===== src/sv/hsv_to_rgb_converter_assert.svh =====
// assertion macros shared by the converter rtl
`ifndef HSV_TO_RGB_CONVERTER_ASSERT_SVH
`define HSV_TO_RGB_CONVERTER_ASSERT_SVH

// same-cycle implication, sampled on clk, off while rst_n is low
`define HSV2RGB_ASSERT_NOW(lbl, ante, cons) \
    lbl: assert property (@(posedge clk) disable iff (!rst_n) (ante) |-> (cons)) \
        else $error("hsv2rgb check failed");

// next-cycle implication, sampled on clk, off while rst_n is low
`define HSV2RGB_ASSERT_NEXT(lbl, ante, cons) \
    lbl: assert property (@(posedge clk) disable iff (!rst_n) (ante) |=> (cons)) \
        else $error("hsv2rgb check failed");

`endif


===== src/sv/hsv2rgb_pkg.sv =====
package hsv2rgb_pkg;

    // fixed-point format of saturation and brightness
    localparam int FRAC_BITS = 16;

    // port field widths
    localparam int HUE_W  = 13;
    localparam int IN_W   = 17;
    localparam int CHAN_W = 8;

    // internal widths, derived from the fraction and port widths, but K_W and Z_W set directly
    localparam int S_W     = FRAC_BITS + 1;
    localparam int CLAMP_W = (S_W > IN_W) ? S_W : IN_W;
    localparam int K_W     = 10;
    localparam int NUM_W   = FRAC_BITS + K_W;
    localparam int SK_W    = S_W + K_W;
    localparam int PROD_W  = S_W + NUM_W;
    localparam int SCL_W   = PROD_W + CHAN_W;
    localparam int Z_W     = 12;
    localparam int Z_LSB   = 2 * FRAC_BITS + 6;

    // divide by 15 as multiply by ceil(2^16/15), exact for z below 4681
    localparam int RECIP_W     = 13;
    localparam int RECIP_SHIFT = 16;
    localparam int QP_W        = Z_W + RECIP_W;
    localparam int QUO_W       = QP_W - RECIP_SHIFT;
    localparam logic [RECIP_W-1:0] RECIP15 = RECIP_W'(4370);

    // hue geometry in 1/16 degree
    localparam int SECTOR_LEN = 960;
    localparam logic [HUE_W-1:0] HUE_FULL = HUE_W'(6 * SECTOR_LEN);
    localparam logic [K_W-1:0]   SECTOR_K = K_W'(SECTOR_LEN);

    // constants of the channel formula
    localparam logic [CLAMP_W-1:0] ONE_C    = CLAMP_W'(1) << FRAC_BITS;
    localparam logic [NUM_W-1:0]   NUM_FULL = {SECTOR_K, {FRAC_BITS{1'b0}}};
    localparam logic [CHAN_W-1:0]  CHAN_MAX = '1;

    // 60 degree sectors, named by the hue span they cover
    typedef enum logic [2:0] {
        SECT_RY = 3'd0,
        SECT_YG = 3'd1,
        SECT_GC = 3'd2,
        SECT_CB = 3'd3,
        SECT_BM = 3'd4,
        SECT_MR = 3'd5
    } sector_t;

    // stage loads driven into each channel lane
    typedef struct packed {
        logic ld2;
        logic ld3;
        logic ld4;
        logic ld5;
    } lane_ctl_t;

endpackage


===== src/sv/hsv2rgb_lane.sv =====
module hsv2rgb_lane import hsv2rgb_pkg::*;
(
    input  logic              clk,
    input  lane_ctl_t         ctl,
    input  logic [S_W-1:0]    s,
    input  logic [S_W-1:0]    v,
    input  logic [K_W-1:0]    k,
    output logic [CHAN_W-1:0] chan
);

    logic [NUM_W-1:0]  num_reg, num_next;
    logic [S_W-1:0]    v2_reg;
    logic [PROD_W-1:0] prod_reg, prod_next;
    logic [Z_W-1:0]    z_reg, z_next;
    logic [CHAN_W-1:0] chan_reg, chan_next;
    logic [SK_W-1:0]   sk;
    logic [SCL_W-1:0]  scaled;
    logic [QP_W-1:0]   qp;
    logic [QUO_W-1:0]  quo;

    // stage 2: numerator 960*one - s*k
    always_comb
    begin
        sk       = s * k;
        num_next = NUM_W'({1'b0, NUM_FULL} - sk);
    end

    // stage 3: v times numerator
    assign prod_next = v2_reg * num_reg;

    // stage 4: times 255, drop 2^(2F) * 64
    always_comb
    begin
        scaled = {prod_reg, {CHAN_W{1'b0}}} - {{CHAN_W{1'b0}}, prod_reg};
        z_next = scaled[Z_LSB +: Z_W];
    end

    // stage 5: remaining divide by 15, saturate to a channel
    always_comb
    begin
        qp        = z_reg * RECIP15;
        quo       = qp[RECIP_SHIFT +: QUO_W];
        chan_next = (quo > QUO_W'(CHAN_MAX)) ? CHAN_MAX : quo[CHAN_W-1:0];
    end

    always_ff @(posedge clk)
    begin
        if (ctl.ld2)
        begin
            num_reg <= num_next;
            v2_reg  <= v;
        end
        if (ctl.ld3)
        begin
            prod_reg <= prod_next;
        end
        if (ctl.ld4)
        begin
            z_reg <= z_next;
        end
        if (ctl.ld5)
        begin
            chan_reg <= chan_next;
        end
    end

    assign chan = chan_reg;

endmodule


===== config.mk =====
export PLATFORM = sky130hd
export DESIGN_NAME = hsv2rgb_lane
export DESIGN_NICKNAME = d
export VERILOG_FILES = /design/src/sv/hsv_to_rgb_converter_assert.svh /design/src/sv/hsv2rgb_pkg.sv /design/src/sv/hsv2rgb_lane.sv
export SDC_FILE = /design/constraint.sdc
export NUM_CORES = 2
export LEC_CHECK = 0
export ABC_CLOCK_PERIOD_IN_PS = 18300
export BUFFER_PORTS_ARGS = -buffer_cell sky130_fd_sc_hd__clkbuf_2
export CAP_MARGIN = 10
export CORE_MARGIN = 2
export CORE_UTILIZATION = 50
export CTS_CLUSTER_DIAMETER = 100
export DETAILED_ROUTE_END_ITERATION = 12
export PLACE_DENSITY = 0.74
export SLEW_MARGIN = 10
export SYNTH_ARGS = -nofsm -noshare
export SYNTH_HDL_FRONTEND = slang
export SYNTH_SLANG_ARGS = --single-unit

===== constraint.sdc =====
create_clock -name clk -period 18.3 [get_ports clk]
set_clock_uncertainty 0.15 [all_clocks]
set_input_delay 0 -clock clk [delete_from_list [all_inputs] [get_ports clk]]
set_output_delay 0 -clock clk [all_outputs]
set_load 0.01 [all_outputs]

==> reports/metrics.yaml <==
fmax_mhz: 138
hp-class: "in -> reg"
synth_ff_type: "edfxtp_1"
maxCapViolCount: 0
row_count: 83
synth_area_sq_um: 25800
maxSlewViolCount: 0
crit_fanout: 26
cp_common_cell: "fa_1"
rsz0062_at_grt: "false"
post_drt_wl_per_cell_microns: 16.3
antenna_found_initial: 0
worst_pin_slew_ns: 1.13
clock-sinks: 106
drc: 0
syn_inst: 2771
routed_via_density: 5.29
numCtsBuffers: 9
area_growth_pct: 4.92
synth_area_leader_cell: "fa_1"
cts_root_buf: "clkbuf_16"
start_util_pct: 50.5
ys_types: 59
clkLatencyLatePin_ns: 0.38
min_period_over_period_pct: 39.7
routed_wl_microns: 56100
largest_reg_flops: 43
cp.arrival_ns: 7.25
die_area_sq_um: 53500
finalSetupViolCount: 0
syn-num-nets: 3593
vias: 18200
yosys_warnings: 0
synth_area_per_cell_sq_um: 9.33
port-buffer-count: 56
fin_setup_tns_ns: 0
drt_iter0_markers: 913
ys_seq_area_share_pct: 12.3
n_antenna_cell: 0
grt_overflow: 0
place_congestion: 0.894
cp-start-kind: "flip-flop"
synth_common_cells: "inv_1, fa_1, nand2_1"
synthArstFlopShare_pct: 0
first_pass_iters: 5
grt.total_usage_pct: 22.1
slew_headroom_pct: 24.8
path_cells: "nand2_1 > fa_1 > fa_1 > fa_1 > inv_1 > fa_1 > fa_1 > inv_1 > fa_1 > inv_1 > ha_1 > a21oi_1 > o21ai_0 > a31oi_1 > nand4_1 > a31oi_1 > o21ai_1 > a211o_1 > a21oi_1 > xnor2_1"
yosys_register_bits: 106
grt_pass1_vias: 20200
synth_edf_count: 106
min_period_ns: 7.27
finalHoldViolations: 0
status: "complete, no violations"
dp_hpwl_microns: 46300
nNetsFinal: 3585
synthMostInstantiatedCell: "inv_1"
die_y_microns: 231
grt_max_degree: 44
drive_gt1_share_pct: 3.40
synthTopCellsByArea: "fa_1, ha_1, edfxtp_1"
cp_slowest_stage_delay_ns: 1.06
cts.clk_slew.worst_paths_ns: 0.08
cts.path.max_buffers: 2
grt_pass1_wl_microns: 96300
worstPathRequired_ns: 18.28
htree_levels: 3
cpMaxStageDelayCell: "edfxtp_1"
endpoint_kind: "flip-flop"
worstSetupPathType: "reg -> reg"
fp.coreArea_sq_um: 51200
synth_top_area_share_pct: 38.0
fillers: 4526
dieWidth_microns: 231
ant_nets: 0
io_pins: 57
cts_tree: "built"
## worst max-delay path, delay by kind of cell (launching register included)
family	cells	cell delay, ns
simple gates	2	0.31
fa+ha+maj	7	3.47
buf+inv	3	0.14
xor+xnor	1	0.09
flops	1	1.06
compound gates	7	1.77
## cell families (layout without fill, tap and decap cells)
| logic type | Yosys count | after routing | share of synthesized area, % |
|---|---|---|---|
| XOR/XNOR | 75 | 75 | 2.57 |
| adder cells (fa/ha/maj) | 773 | 773 | 51.7 |
| AND/OR/NAND/NOR | 795 | 795 | 15.3 |
| AO/OA/AOI/OAI | 275 | 275 | 7.32 |
| buffers and inverters | 747 | 744 | 10.8 |
| flip-flops | 106 | 106 | 12.3 |
## stage by stage
stage                     std cells  area [sq um]  setup slack (ns)  utilization [%]  hold slack (ns)
after floorplan                2771         25800             11.83                -          -0.0511
after global placement         3412         26600             11.23             52.0           0.0301
after detailed placement       3412         26600             11.13             52.0           0.0310
after CTS                      3448         27100             11.10             53.0            0.101
after global routing           3448         27100             10.65             53.0            0.138
final                          3448         27100             11.03             53.0            0.101
## path summary, 6_finish.rpt
| kind | from | to | slack (ns) | depth (start not counted) |
|---|---|---|---|---|
| max | v2_reg[4] | prod_reg[40] | 11.03 | 20 |
| min | k[0] | num_reg[0] | 0.10 | 3 |
| max reg2reg | v2_reg[4] | prod_reg[40] | 11.03 | 20 |
| min reg2reg | prod_reg[36] | z_reg[6] | 0.47 | 1 |
## metal layers
layer / part of all wire, % / GRT usage, % / up-vias
met5: 0 / 0 / -
met4: 1.8 / 5.77 / 0
met3: 6.1 / 3.14 / 92
met2: 50 / 39.4 / 512
met1: 42 / 28.3 / 9206
li1: - / - / 8439
## cells in the final DEF (no fill, tap or decap), types with 21 or more instances in the layout
master,netlist,routed
inv_1,652,652
fa_1,490,490
nand2_1,354,354
and2_1,297,297
ha_1,283,283
edfxtp_1,106,106
a21oi_1,73,73
a21o_1,64,64
clkbuf_2,0,56
xnor2_1,54,54
nor2_1,47,47
o21ai_0,38,38
nand4_1,21,21
## layout make-up
cell class                      count  area (sq um)  area share (%)
Timing Repair Buffer               76           480            1.77
Sequential cell                   106          3180            11.7
Multi-Input combinational cell   1918         19900            73.2
Inverter                          652          2450            9.03
Clock buffer                        9           225           0.831
Clock inverter                      7          71.3           0.263
Tap cell                          680           851            3.14
## repair_timing
item / CTS / global route
hold endpoints to repair: 38 / 0
buffers inserted: 0 / 0
hold buffers: 20 / 0
resized for setup: 0 / 0
Power is not shown: default switching activity piles up to over one toggle a cycle in this logic, so the estimate is an artifact.
