## src/sv/hsv_to_rgb_converter_assert.svh

```systemverilog
// assertion macros shared by the converter rtl
`ifndef HSV_TO_RGB_CONVERTER_ASSERT_SVH
`define HSV_TO_RGB_CONVERTER_ASSERT_SVH

// same-cycle implication, sampled on clk, off while rst_n is low
`define HSV2RGB_ASSERT_NOW(lbl, ante, cons) \
    lbl: assert property (@(posedge clk) disable iff (!rst_n) (ante) |-> (cons)) \
        else $error("hsv2rgb check failed");

// next-cycle implication, sampled on clk, off while rst_n is low
`define HSV2RGB_ASSERT_NEXT(lbl, ante, cons) \
    lbl: assert property (@(posedge clk) disable iff (!rst_n) (ante) |=> (cons)) \
        else $error("hsv2rgb check failed");

`endif

```

## src/sv/hsv2rgb_pkg.sv

```systemverilog
package hsv2rgb_pkg;

    // fixed-point format of saturation and brightness
    localparam int FRAC_BITS = 16;

    // port field widths
    localparam int HUE_W  = 13;
    localparam int IN_W   = 17;
    localparam int CHAN_W = 8;

    // internal widths, derived from the fraction and port widths, but K_W and Z_W set directly
    localparam int S_W     = FRAC_BITS + 1;
    localparam int CLAMP_W = (S_W > IN_W) ? S_W : IN_W;
    localparam int K_W     = 10;
    localparam int NUM_W   = FRAC_BITS + K_W;
    localparam int SK_W    = S_W + K_W;
    localparam int PROD_W  = S_W + NUM_W;
    localparam int SCL_W   = PROD_W + CHAN_W;
    localparam int Z_W     = 12;
    localparam int Z_LSB   = 2 * FRAC_BITS + 6;

    // divide by 15 as multiply by ceil(2^16/15), exact for z below 4681
    localparam int RECIP_W     = 13;
    localparam int RECIP_SHIFT = 16;
    localparam int QP_W        = Z_W + RECIP_W;
    localparam int QUO_W       = QP_W - RECIP_SHIFT;
    localparam logic [RECIP_W-1:0] RECIP15 = RECIP_W'(4370);

    // hue geometry in 1/16 degree
    localparam int SECTOR_LEN = 960;
    localparam logic [HUE_W-1:0] HUE_FULL = HUE_W'(6 * SECTOR_LEN);
    localparam logic [K_W-1:0]   SECTOR_K = K_W'(SECTOR_LEN);

    // constants of the channel formula
    localparam logic [CLAMP_W-1:0] ONE_C    = CLAMP_W'(1) << FRAC_BITS;
    localparam logic [NUM_W-1:0]   NUM_FULL = {SECTOR_K, {FRAC_BITS{1'b0}}};
    localparam logic [CHAN_W-1:0]  CHAN_MAX = '1;

    // 60 degree sectors, named by the hue span they cover
    typedef enum logic [2:0] {
        SECT_RY = 3'd0,
        SECT_YG = 3'd1,
        SECT_GC = 3'd2,
        SECT_CB = 3'd3,
        SECT_BM = 3'd4,
        SECT_MR = 3'd5
    } sector_t;

    // stage loads driven into each channel lane
    typedef struct packed {
        logic ld2;
        logic ld3;
        logic ld4;
        logic ld5;
    } lane_ctl_t;

endpackage

```

## src/sv/hsv2rgb_sector.sv

```systemverilog
module hsv2rgb_sector import hsv2rgb_pkg::*;
(
    input  logic             clk,
    input  logic             ld,
    input  logic [HUE_W-1:0] hue,
    input  logic [IN_W-1:0]  saturation,
    input  logic [IN_W-1:0]  brightness,
    output sector_t          sector,
    output logic [K_W-1:0]   k_q,
    output logic [K_W-1:0]   k_t,
    output logic [S_W-1:0]   s,
    output logic [S_W-1:0]   v
);

    sector_t            sector_reg, sector_next;
    logic [K_W-1:0]     kq_reg, kq_next;
    logic [K_W-1:0]     kt_reg, kt_next;
    logic [S_W-1:0]     s_reg, s_next;
    logic [S_W-1:0]     v_reg, v_next;
    logic [HUE_W-1:0]   hue_w;
    logic [HUE_W-1:0]   base;
    logic [CLAMP_W-1:0] s_ext;
    logic [CLAMP_W-1:0] v_ext;

    // wrap the full circle, then find sector and offset by compares
    always_comb
    begin
        hue_w = (hue >= HUE_FULL) ? hue - HUE_FULL : hue;
        if (hue_w >= HUE_W'(5 * SECTOR_LEN))
        begin
            sector_next = SECT_MR;
            base        = HUE_W'(5 * SECTOR_LEN);
        end
        else if (hue_w >= HUE_W'(4 * SECTOR_LEN))
        begin
            sector_next = SECT_BM;
            base        = HUE_W'(4 * SECTOR_LEN);
        end
        else if (hue_w >= HUE_W'(3 * SECTOR_LEN))
        begin
            sector_next = SECT_CB;
            base        = HUE_W'(3 * SECTOR_LEN);
        end
        else if (hue_w >= HUE_W'(2 * SECTOR_LEN))
        begin
            sector_next = SECT_GC;
            base        = HUE_W'(2 * SECTOR_LEN);
        end
        else if (hue_w >= HUE_W'(SECTOR_LEN))
        begin
            sector_next = SECT_YG;
            base        = HUE_W'(SECTOR_LEN);
        end
        else
        begin
            sector_next = SECT_RY;
            base        = '0;
        end
        kq_next = K_W'(hue_w - base);
        kt_next = SECTOR_K - kq_next;
    end

    // saturate both fractions at one
    always_comb
    begin
        s_ext  = CLAMP_W'(saturation);
        v_ext  = CLAMP_W'(brightness);
        s_next = S_W'((s_ext > ONE_C) ? ONE_C : s_ext);
        v_next = S_W'((v_ext > ONE_C) ? ONE_C : v_ext);
    end

    // stage 1 registers
    always_ff @(posedge clk)
    begin
        if (ld)
        begin
            sector_reg <= sector_next;
            kq_reg     <= kq_next;
            kt_reg     <= kt_next;
            s_reg      <= s_next;
            v_reg      <= v_next;
        end
    end

    assign sector = sector_reg;
    assign k_q    = kq_reg;
    assign k_t    = kt_reg;
    assign s      = s_reg;
    assign v      = v_reg;

endmodule

```

## config.mk

```make
export PLATFORM = sky130hd
export DESIGN_NAME = hsv2rgb_sector
export DESIGN_NICKNAME = d
export VERILOG_FILES = /design/src/sv/hsv_to_rgb_converter_assert.svh /design/src/sv/hsv2rgb_pkg.sv /design/src/sv/hsv2rgb_sector.sv
export SDC_FILE = /design/constraint.sdc
export NUM_CORES = 1
export LEC_CHECK = 0
export ABC_CLOCK_PERIOD_IN_PS = 5650
export BUFFER_PORTS_ARGS = -buffer_cell sky130_fd_sc_hd__clkbuf_2
export CELL_PAD_IN_SITES_DETAIL_PLACEMENT = 1
export CELL_PAD_IN_SITES_GLOBAL_PLACEMENT = 2
export CORE_MARGIN = 2
export CORE_UTILIZATION = 31
export CTS_CLUSTER_DIAMETER = 60
export DETAILED_ROUTE_END_ITERATION = 10
export PLACE_DENSITY = 0.77
export SLEW_MARGIN = 0
export SYNTH_ARGS = -nofsm -noshare
export SYNTH_HDL_FRONTEND = slang
export SYNTH_SLANG_ARGS = --single-unit
```

## constraint.sdc

```tcl
create_clock -name clk -period 5.65 [get_ports clk]
set_input_delay 1.13 -clock clk [delete_from_list [all_inputs] [get_ports clk]]
set_output_delay 1.13 -clock clk [all_outputs]
set_load 0.02 [all_outputs]
```

==> flow_metrics.tcl <==
set metrics [dict create \
    worst-slew-pin-transition_ns 0.814 \
    power.share.combinational 0.249 \
    cts_root_buf "clkbuf_8" \
    grt_start_max_net_pins 57 \
    ant_nets 0 \
    via_per_inst 4.71 \
    p_leak_nw 1.43 \
    switching_share 0.305 \
    ir_drop_uv 95.6 \
    initial_core_util 0.317 \
    synth_top_area_cell "edfxtp_1" \
    numClockSinks 56 \
    hold_class "in -> reg" \
    wirelength_um 6260 \
    holdBufCountCts 0 \
    required_ns 5.71 \
    n_antenna_cell 0 \
    p_switching_mw 0.306 \
    core_area_mm2 0.00864 \
    finalPower_mw 1.00 \
    fmax_mhz 215 \
    finalMaxSlewViolations 0 \
    setup-tns-final_ns 0 \
    portBuffers 105 \
    rsz0062_at_grt "no" \
    finish.utilization 0.402 \
    hold_viol_final 0 \
    whs_path_depth 1 \
    slew_headroom 0.450 \
    p_per_area_mw_per_mm2 289 \
    synth_edf_count 56 \
    die_y_um 97.9 \
    crit_fanout 6 \
    worstSetupEndpoint "k_t[9]" \
    clkPwrFrac 0.227 \
    critical_path.startpoint "hue[2]" \
    fin_ws_ns 0.989 \
    seq_area_frac_synth 0.615 \
    grt_pass1_wl_um 10200 \
    yosys_warnings 0 \
    maxCapViolCount 0 \
    num-fill-cells 989 \
    clockBufferDepth 2 \
    seqPwrFrac 0.524 \
    cts_buffers 5 \
    dieArea_mm2 0.00959 \
    synth_nets 262 \
    dr.pass1.iters 4 \
    p_int_mw 0.698 \
    cts_tree "built" \
    detail_route.wl_per_cell_um 14.8 \
    synth_seq_cells 56 \
    grt-ovfl-total 0 \
    dp_hpwl_um 4910 \
    synth.area.top_cells "edfxtp_1, nor2b_1, ha_1, xnor2_1, nor4_1" \
    status "completed" \
    synth.cell_area_mm2 0.00274 \
    finalCritPeriodShare 0.825 \
    drc 0 \
    syn_to_final_growth_pct 26.9 \
    drtIter0Drc 63 \
    place.gp.congestion 0.812 \
    startpoint_type "input port" \
    cts_resized 0 \
    num_rows 34 \
    dpl_worst_slack_ns 0.633 \
    post-cts-setup-buffers 0 \
    grt_pass1_vias 2001 \
    period_needed_ns 4.66 \
    cp.arrival_ns 4.72 \
    critPathKind "in -> reg" \
    synth_top_area_share 0.615 \
    antenna_found_initial 0 \
    final_layout_size_suffix_gt1_frac 0.400 \
    async_flop_share 0 \
    synth.distinct_cells 45 \
    cts.htree.levels 2 \
    dominantRegCellSynth "edfxtp_1" \
    synthTopCellsByCount "edfxtp_1, nor2b_1, inv_1" \
    dr_total_vias 1991 \
    syn_area_per_cell_um2 13.3 \
    io_pins 106 \
    synth_most_common_cell "edfxtp_1" \
    die_w_um 97.9 \
    finalSetupViolations 0 \
    cp-end-kind "register" \
    nNetsFinal 370 \
    synth_cells 206 \
    cts.clk_slew.worst_paths_ns 0.10 \
    grt_use_total 0.130 \
]
==> cell usage in the layout (no fill, tap or decap), types with 3 or more instances in the layout <==
cell | synthesis | final
clkbuf_2 | 0 | 105
edfxtp_1 | 56 | 56
nor2b_1 | 32 | 32
inv_1 | 14 | 14
nor4_1 | 9 | 9
nor2_1 | 8 | 8
xnor2_1 | 8 | 8
nand2_1 | 7 | 7
o21ai_0 | 7 | 7
ha_1 | 6 | 6
clkbuf_8 | 0 | 5
a21oi_1 | 4 | 4
or3_4 | 3 | 3
o221ai_1 | 3 | 3
o22ai_1 | 3 | 3
nor3_1 | 3 | 3
xor2_1 | 3 | 3
==> area by class of cell <==
cell class | count | area [um2] | area share
well taps | 108 | 135 | 0.0389
clock inverters | 3 | 26.3 | 0.00757
clock buffers | 5 | 68.8 | 0.0198
repair buffers | 106 | 533 | 0.154
flip-flops and latches | 56 | 1680 | 0.484
inverters | 14 | 52.6 | 0.0151
multi-input cells | 131 | 975 | 0.281
==> power by group through the flow <==
stage | Sequential [mW] | Clock [mW] | Combinational, mW
after global routing | 0.532 | 0.251 | 0.274
after CTS | 0.527 | 0.238 | 0.254
after detailed placement | 0.537 | 0 | 0.252
after global placement | 0.534 | 0 | 0.250
final | 0.526 | 0.228 | 0.250
after floorplan | 0.596 | 0 | 0.0943
==> stage by stage <==
stage | instances | hold slack [ns] | instance area (um2)
2_1_floorplan | 206 | 1.23 | 2740
3_3_place_gp | 415 | 1.36 | 3380
3_5_place_dp | 415 | 1.37 | 3380
4_1_cts | 423 | 1.04 | 3470
5_1_grt | 423 | 1.04 | 3470
6_report | 423 | 1.05 | 3470
==> logic make-up after synthesis <==
kind of cell | after synthesis | share of synthesized area
XOR/XNOR | 12 | 0.0435
multiplexers | 2 | 0.00778
AO/OA/AOI/OAI | 33 | 0.0947
AND/OR/NAND/NOR | 76 | 0.172
adder cells (fa/ha/maj) | 8 | 0.0384
flip-flops | 56 | 0.615
buffers and inverters | 19 | 0.0288
==> worst max-delay path: stages <==
cell and delay (ns):
clkbuf_2 0.12, or3_4 0.43, or4_1 0.53, o211ai_1 0.30, inv_1 0.18, maj3_1 0.36, nand4_1 0.12, o221ai_1 0.13
ha_1 0.23, fa_1 0.38, xor2_1 0.18, or4_1 0.43, xnor3_1 0.19
==> how the worst min path moves through the flow <==
stage,to,from,slack [ns]
6_report,k_q[4],hue[4],1.05
5_1_grt,k_q[4],hue[4],1.04
4_1_cts,k_q[4],hue[4],1.04
3_5_place_dp,k_q[4],hue[4],1.37
3_3_place_gp,k_q[4],hue[4],1.36
2_1_floorplan,k_q[0],hue[0],1.23
==> layer usage <==
| metal | wire, um | vias up | GRT usage |
|---|---|---|---|
| met1 | 3020 | 934 | 0.183 |
| met3 | 409 | 2 | 0.0301 |
| met5 | 0 | - | 0 |
| met4 | 35 | 0 | 0.0288 |
| li1 | - | 979 | - |
| met2 | 2800 | 76 | 0.207 |
No activity file was read; power rests on OpenSTA's default activity.
